==> config.mk <==
export PLATFORM = sky130hd
export DESIGN_NAME = positional_insert_list_core
export DESIGN_NICKNAME = d
export VERILOG_FILES = /design/src/rtl/pil_pkg.sv /design/src/rtl/pil_cell.sv /design/src/rtl/positional_insert_list_core.sv
export SDC_FILE = /design/constraint.sdc
export NUM_CORES = 2
export LEC_CHECK = 0
export BUFFER_PORTS_ARGS = -buffer_cell sky130_fd_sc_hd__buf_2
export CORE_MARGIN = 3
export CORE_UTILIZATION = 65
export CTS_BUF_LIST = sky130_fd_sc_hd__clkbuf_4 sky130_fd_sc_hd__clkbuf_8
export CTS_CLUSTER_DIAMETER = 120
export DETAILED_ROUTE_END_ITERATION = 12
export PLACE_DENSITY = 0.82
export SETUP_SLACK_MARGIN = 0.05
export SYNTH_ARGS = -nofsm -noshare
export SYNTH_HDL_FRONTEND = slang
export SYNTH_SLANG_ARGS = --single-unit
==> constraint.sdc <==
create_clock -name clk -period 12.31 [get_ports clk]
set_input_delay 1.8465 -clock clk [delete_from_list [all_inputs] [get_ports clk]]
set_output_delay 1.8465 -clock clk [all_outputs]
set_load 0.02 [all_outputs]
==> src/rtl/pil_pkg.sv <==
// shared types and codes for the positional insert list
`timescale 1ns / 1ps

package pil_pkg;

  localparam int DATA_W   = 32;
  localparam int OP_W     = 2;
  localparam int POS_W    = 5;
  localparam int STATUS_W = 2;

  typedef enum logic [OP_W-1:0] {
    OP_INSERT = 2'd0,
    OP_APPEND = 2'd1,
    OP_EXPAND = 2'd2,
    OP_DUMP   = 2'd3
  } op_t;

  localparam logic [STATUS_W-1:0] ST_OK    = 2'd0;
  localparam logic [STATUS_W-1:0] ST_RANGE = 2'd1;
  localparam logic [STATUS_W-1:0] ST_FULL  = 2'd2;

  // command broadcast to every cell of the chain
  typedef enum logic [1:0] {
    CMD_HOLD   = 2'd0,
    CMD_SHIFT  = 2'd1,
    CMD_ROTATE = 2'd2,
    CMD_TAIL   = 2'd3
  } cmd_t;

endpackage

==> src/rtl/pil_cell.sv <==
// one list slot of the cell chain
`timescale 1ns / 1ps

module pil_cell #(
  parameter int INDEX = 0,
  parameter int CMP_W = 5
) (
  input  logic                         clk,
  input  pil_pkg::cmd_t                cmd,
  input  logic [CMP_W-1:0]             pos,
  input  logic [CMP_W-1:0]             count,
  input  logic [pil_pkg::DATA_W-1:0]   data,
  input  logic [pil_pkg::DATA_W-1:0]   left,
  input  logic [pil_pkg::DATA_W-1:0]   right,
  input  logic [pil_pkg::DATA_W-1:0]   head,
  output logic [pil_pkg::DATA_W-1:0]   q
);

  localparam logic [CMP_W-1:0] IDX    = CMP_W'(INDEX);
  localparam logic [CMP_W-1:0] IDX_P1 = CMP_W'(INDEX + 1);

  always_ff @(posedge clk) begin
    case (cmd)
      pil_pkg::CMD_SHIFT: begin
        // open a slot at pos, everything behind moves one toward the tail
        if (IDX == pos) begin
          q <= data;
        end else if (IDX > pos) begin
          q <= left;
        end
      end
      pil_pkg::CMD_ROTATE: begin
        // head leaves, the rest moves up, head lands in the tail slot
        if (IDX_P1 < count) begin
          q <= right;
        end else if (IDX_P1 == count) begin
          q <= head;
        end
      end
      pil_pkg::CMD_TAIL: begin
        if (IDX == count) begin
          q <= data;
        end
      end
      default: begin
        q <= q;
      end
    endcase
  end

endmodule

==> src/rtl/positional_insert_list_core.sv <==
// top level of the positional insert list: control sequencer and cell chain
`timescale 1ns / 1ps

// channel   | signals                                   | transfer when
// ----------+-------------------------------------------+---------------------
// command   | start, busy, operation, value, position   | start && !busy
// result    | strobe, status, element, has_element, last | strobe (one cycle)
//
// insert and append show their result the cycle after acceptance, and busy
// stays low so another command can follow at once.
// dump emits one entry per cycle (one bare result for an empty list) as the
// chain rotates once around; expand odd rotates each entry past the head and
// writes a square at the tail behind each odd entry it meets while there is room.
// rst is synchronous and empties the list; no clearing pass is needed.
// the receiver cannot stall: each result is shown for exactly one cycle.

module positional_insert_list_core #(
  parameter int CAPACITY = 16
) (
  input  logic                                clk,
  input  logic                                rst,
  input  logic                                start,
  output logic                                busy,
  input  logic [pil_pkg::OP_W-1:0]            operation,
  input  logic signed [pil_pkg::DATA_W-1:0]   value,
  input  logic [pil_pkg::POS_W-1:0]           position,
  output logic                                strobe,
  output logic [pil_pkg::STATUS_W-1:0]        status,
  output logic signed [pil_pkg::DATA_W-1:0]   element,
  output logic                                has_element,
  output logic                                last
);

  localparam int CNT_W = $clog2(CAPACITY + 1);
  localparam int CMP_W = (CNT_W > pil_pkg::POS_W) ? CNT_W : pil_pkg::POS_W;
  localparam logic [CNT_W-1:0] CAP_CNT = CNT_W'(CAPACITY);

  typedef enum logic [1:0] {
    S_IDLE,
    S_DUMP,
    S_EXP,
    S_SQ
  } state_t;

  state_t                        state;
  logic [CNT_W-1:0]              count;     // stored entries
  logic [CNT_W-1:0]              idx;       // dump position
  logic [CNT_W-1:0]              remain;    // entries left to scan in expand
  logic                          full_hit;  // expand met an odd entry on a full list
  logic [pil_pkg::DATA_W-1:0]    square;

  logic                          accept;
  logic [pil_pkg::STATUS_W-1:0]  ins_status;
  logic [CMP_W-1:0]              pos_ext;
  logic [CMP_W-1:0]              count_ext;

  pil_pkg::cmd_t                 cmd;
  logic [CMP_W-1:0]              cmd_pos;
  logic [pil_pkg::DATA_W-1:0]    cmd_data;

  logic [pil_pkg::DATA_W-1:0]    cell_q [CAPACITY];
  logic [pil_pkg::DATA_W-1:0]    head;

  assign accept    = start && !busy;
  assign busy      = (state != S_IDLE);
  assign pos_ext   = CMP_W'(position);
  assign count_ext = CMP_W'(count);
  assign head      = cell_q[0];

  // range check has priority over the full check
  always_comb begin
    if ((operation == pil_pkg::OP_INSERT) && (pos_ext > count_ext)) begin
      ins_status = pil_pkg::ST_RANGE;
    end else if (count == CAP_CNT) begin
      ins_status = pil_pkg::ST_FULL;
    end else begin
      ins_status = pil_pkg::ST_OK;
    end
  end

  // command to the chain for this cycle
  always_comb begin
    cmd      = pil_pkg::CMD_HOLD;
    cmd_pos  = pos_ext;
    cmd_data = square;
    case (state)
      S_IDLE: begin
        if (accept && ins_status == pil_pkg::ST_OK &&
            (operation == pil_pkg::OP_INSERT || operation == pil_pkg::OP_APPEND)) begin
          cmd      = pil_pkg::CMD_SHIFT;
          cmd_data = value;
          // append is an insert at the tail
          cmd_pos  = (operation == pil_pkg::OP_APPEND) ? count_ext : pos_ext;
        end
      end
      S_DUMP: begin
        cmd = pil_pkg::CMD_ROTATE;
      end
      S_EXP: begin
        if (remain != '0) begin
          cmd = pil_pkg::CMD_ROTATE;
        end
      end
      S_SQ: begin
        cmd = pil_pkg::CMD_TAIL;
      end
      default: begin
        cmd = pil_pkg::CMD_HOLD;
      end
    endcase
  end

  // sequencer and registered result port
  always_ff @(posedge clk) begin
    if (rst) begin
      state    <= S_IDLE;
      count    <= '0;
      full_hit <= 1'b0;
      strobe   <= 1'b0;
    end else begin
      strobe <= 1'b0;
      case (state)
        S_IDLE: begin
          if (accept) begin
            case (operation)
              pil_pkg::OP_INSERT, pil_pkg::OP_APPEND: begin
                strobe      <= 1'b1;
                status      <= ins_status;
                element     <= '0;
                has_element <= 1'b0;
                last        <= 1'b1;
                if (ins_status == pil_pkg::ST_OK) begin
                  count <= count + CNT_W'(1);
                end
              end
              pil_pkg::OP_DUMP: begin
                if (count == '0) begin
                  // empty list gives one result with no entry
                  strobe      <= 1'b1;
                  status      <= pil_pkg::ST_OK;
                  element     <= '0;
                  has_element <= 1'b0;
                  last        <= 1'b1;
                end else begin
                  idx   <= '0;
                  state <= S_DUMP;
                end
              end
              pil_pkg::OP_EXPAND: begin
                remain   <= count;
                full_hit <= 1'b0;
                state    <= S_EXP;
              end
              default: begin
                state <= S_IDLE;
              end
            endcase
          end
        end
        S_DUMP: begin
          // head goes out while the chain rotates it to the tail
          strobe      <= 1'b1;
          status      <= pil_pkg::ST_OK;
          element     <= head;
          has_element <= 1'b1;
          last        <= ((idx + CNT_W'(1)) == count);
          idx         <= idx + CNT_W'(1);
          if ((idx + CNT_W'(1)) == count) begin
            state <= S_IDLE;
          end
        end
        S_EXP: begin
          if (remain == '0) begin
            strobe      <= 1'b1;
            status      <= full_hit ? pil_pkg::ST_FULL : pil_pkg::ST_OK;
            element     <= '0;
            has_element <= 1'b0;
            last        <= 1'b1;
            state       <= S_IDLE;
          end else begin
            remain <= remain - CNT_W'(1);
            // after full, the rest only rotates back into place
            if (head[0] && !full_hit) begin
              if (count == CAP_CNT) begin
                full_hit <= 1'b1;
              end else begin
                square <= head * head;
                state  <= S_SQ;
              end
            end
          end
        end
        S_SQ: begin
          // square lands right behind its odd entry at the tail
          count <= count + CNT_W'(1);
          state <= S_EXP;
        end
        default: begin
          state <= S_IDLE;
        end
      endcase
    end
  end

  // chain of cells, each talking to its neighbors
  for (genvar i = 0; i < CAPACITY; i++) begin : g_cell
    logic [pil_pkg::DATA_W-1:0] left_d;
    logic [pil_pkg::DATA_W-1:0] right_d;

    if (i == 0) begin : g_first
      assign left_d = cmd_data;
    end else begin : g_mid_l
      assign left_d = cell_q[i-1];
    end

    if (i == CAPACITY - 1) begin : g_last
      assign right_d = head;
    end else begin : g_mid_r
      assign right_d = cell_q[i+1];
    end

    pil_cell #(
      .INDEX (i),
      .CMP_W (CMP_W)
    ) u_cell (
      .clk   (clk),
      .cmd   (cmd),
      .pos   (cmd_pos),
      .count (count_ext),
      .data  (cmd_data),
      .left  (left_d),
      .right (right_d),
      .head  (head),
      .q     (cell_q[i])
    );
  end

endmodule

==> results.toml <==
[worst_setup_path]
worst_setup_path_end_kind = "register"
cpPeakStageDelay_ps = 1020
worst_ep_arrival_time_ps = 8730
timing.setup.critical_path_class = "reg2reg"
critical_path.most_common_cell = "sky130_fd_sc_hd__fa_1"
critical_path.cell_chain = "inv_1 -> nor2_1 -> fa_1 -> fa_1 -> fa_1 -> inv_1 -> fa_1 -> inv_1 -> fa_1 -> fa_1 -> fa_1 -> fa_1 -> ha_1 -> nand2_1 -> or3_1 -> o31ai_1 -> o211ai_1 -> nand2b_1 -> a31oi_1 -> xnor2_1"
required_time_at_the_endpoint_of_the_critical_path_ps = 12810
path_delay_family = "adder cells"
timing.critical_path.from_type = "register"
critical_path_buf_inv_count = 3
r2r-end = "square[29]"
crit_slowest_cell = "sky130_fd_sc_hd__edfxtp_1"
critical_path.reg2reg.startpoint = "g_cell[0].u_cell.q[14]"
crit_path_max_fanout = 29
ff2ff_path_depth = 20
ff2ff_setup_slack_ps = 4080

[clock_network]
cts-buffers-inserted = 105
cts-htree-levels = 3
cts_tree = "yes"
cts.path.max_buffers = 3
post_cts_repair_setup_buffers = 0
insertion_delay_ps = 770
cts.sink_count = 598
cts.hold.buffers_added = 0
register_clock_pin_slew_on_the_reported_worst_setup_and_hold_paths_ps = 60
clock_tree.root_cell = "sky130_fd_sc_hd__clkbuf_8"
post_cts_resized = 0

[cells_and_area]
stdcell_area_sq_um = 52000
seqCellArea_sq_um = 17900
layout.filler_cells = 5262
areaGrowthSynthToFinish_pct = 6.34
finish.cell_count_without_fillers = 5837
post_route_cells_drive_above_1_share_pct = 15.0
multi_input_gate_area_sq_um = 28100
nets = 5345

[placement]
dp.cells = 5647
gp_congestion = 0.971
place_area_sq_um = 50000
io_buffers = 79
detailed_place_hpwl_mm = 99.0

[floorplanning]
floorplan.core_area_sq_um = 73700
die_area_sq_um = 78600
dieWidth_um = 280
ios = 80
die_height_um = 280
initial_utilization_pct = 66.4
fp-row-count = 99

[logic_synthesis]
synth.largest_area_cell = "sky130_fd_sc_hd__edfxtp_1"
synth_top_area_share_pct = 36.1
synthFlopType = "sky130_fd_sc_hd__edfxtp_1"
synthDistinctLibCells = 68
post_synth_inst_count = 4972
synth-seq-area-share_pct = 36.5
yosys-top-cells-count = "sky130_fd_sc_hd__edfxtp_1 (589), sky130_fd_sc_hd__a21oi_1 (478), sky130_fd_sc_hd__o21ai_0 (470)"
synth-warning-count = 0
post_synth.cell_area_avg_sq_um = 9.84
mapped_nets = 5522
ff_latch_count_synth = 598
post_synth_main_area_contributors = "sky130_fd_sc_hd__edfxtp_1 (36%), sky130_fd_sc_hd__fa_1 (15%), sky130_fd_sc_hd__mux2_2 (6.6%)"
most_numerous_cell_in_the_yosys_netlist = "sky130_fd_sc_hd__edfxtp_1"
syn-cell-area_sq_um = 48900
ys_async_sr_fraction_pct = 0
number_of_synthesized_flops_with_an_enable_pin = 589

[sta]
fmax_mhz = 122
final_slew_viol_count = 0
fin_hold_viols = 0
tightest_slew_ps = 1440
final.setup.tns_ps = 0
finalSetupViolCount = 0
slew_headroom_pct = 3.91
timing.final.crit_share_pct = 66.8
setup_repair_after_global_routing_missed_its_margin = "no"
min_clock_period_post_route_ps = 8230
worst_clock_skew_ps = 63.6

[global_routing]
wire_length_of_the_first_global_routing_pass_mm = 250
maximum_number_of_pins_on_one_net_before_global_route_repair = 325
global_route.overflow_total = 0
antenna_found_initial = 4
global_route.usage.total_pct = 42.1
first_global_vias = 41200

[routing]
remaining_drc_errors = 0
routed-via-count = 42200
initialDrtViolationCount = 7681
wirelength_mm = 167
detail_route.wl_per_cell_um = 28.5
detailedRoute.firstPassIterationCount = 10
route.detailed.vias_per_inst = 7.23
drt.antenna.violating_nets = 0

[hold_path]
worst_hold_path.num_cells = 2
min_path_type = "reg2reg"
hold_path_startpoint = "state[0]"
min_delay_worst_endpoint = "state[0]"

[job]
drv_cap = 0

[status]
status = "complete, no violations"
## cell type report
type,instances,share of cell area (%)
multi-input combinational,3489,54.1
tap,959,2.31
inverter,410,2.96
timing repair buffer,191,2.45
antenna,3,0.0144
clock inverter,41,0.483
sequential,598,34.3
clock buffer,146,3.39
## cells by family (layout without fill, tap and decap cells)
family / after synthesis / after routing / share of synthesized area, %
compound gates: 1686 / 1686 / 20.9
fa+ha+maj: 508 / 508 / 18.6
flops: 598 / 598 / 36.5
mux: 292 / 292 / 6.72
xor+xnor: 71 / 71 / 1.27
buf+inv: 885 / 788 / 6.98
simple gates: 932 / 932 / 9.04
other cells: 0 / 3 / 0
## metal layers
layer / track usage, % / share of wire (%) / up-vias
met5: 0.305 / 0.067 / -
met4: 25.2 / 8.1 / 8
met3: 17.5 / 18 / 1001
met2: 58.4 / 40 / 3868
met1: 55.4 / 33 / 19900
li1: - / - / 17400
## worst register-to-register path, delay by kind of cell (launching register included)
family / cells / cell delay [ps]
simple gates: 4 / 1040
flops: 1 / 1020
buf+inv: 3 / 460
fa+ha+maj: 9 / 4330
xor+xnor: 1 / 140
compound gates: 3 / 990
## registers in the layout, indices dropped and copies added (netlist names)
signal	flops
last	1
state	2
has_element	1
g_cell.u_cell.q	512
count	5
square	31
idx	5
remain	5
full_hit	1
element	32
status	2
strobe	1
## cell usage in the layout (no fill, tap or decap), types with 22 or more instances in the layout
cell	instances
sky130_fd_sc_hd__a211oi_1	61
sky130_fd_sc_hd__ha_1	143
sky130_fd_sc_hd__a31oi_1	37
sky130_fd_sc_hd__o21ai_1	72
sky130_fd_sc_hd__nand2_1	212
sky130_fd_sc_hd__xnor2_1	49
sky130_fd_sc_hd__fa_1	364
sky130_fd_sc_hd__buf_2	79
sky130_fd_sc_hd__o21ai_0	469
sky130_fd_sc_hd__clkbuf_8	107
sky130_fd_sc_hd__and2_1	175
sky130_fd_sc_hd__a22oi_1	401
sky130_fd_sc_hd__inv_1	408
sky130_fd_sc_hd__buf_4	109
sky130_fd_sc_hd__edfxtp_1	589
sky130_fd_sc_hd__clkbuf_4	39
sky130_fd_sc_hd__nor2_1	316
sky130_fd_sc_hd__mux2_2	288
sky130_fd_sc_hd__a221oi_1	81
sky130_fd_sc_hd__xor2_1	22
sky130_fd_sc_hd__nor2_4	30
sky130_fd_sc_hd__a21oi_1	467
sky130_fd_sc_hd__nor2b_1	72
sky130_fd_sc_hd__nand3_1	50
## through the flow
stage / setup slack (ps) / utilization, % / hold WS [ps]
global route: 3770 / 70.6 / 565
floorplan: 3820 / - / 478
global placement: 4460 / 67.9 / 506
finish: 4080 / 70.6 / 533
detailed placement: 4230 / 67.9 / 519
CTS: 4190 / 70.6 / 526
## worst max path at each step
| stage | cells past startpoint | endpoint | start |
|---|---|---|---|
| floorplan | 3 | element[0] | operation[1] |
| global placement | 20 | square[31] | g_cell[0].u_cell.q[14] |
| detailed placement | 20 | square[31] | g_cell[0].u_cell.q[14] |
| CTS | 20 | square[31] | g_cell[0].u_cell.q[14] |
| global route | 20 | square[29] | g_cell[0].u_cell.q[14] |
| finish | 20 | square[29] | g_cell[0].u_cell.q[14] |
Power is left out: the tool's default activity adds up to more than one toggle a clock period on the data nets, which glitch-free logic cannot reach.
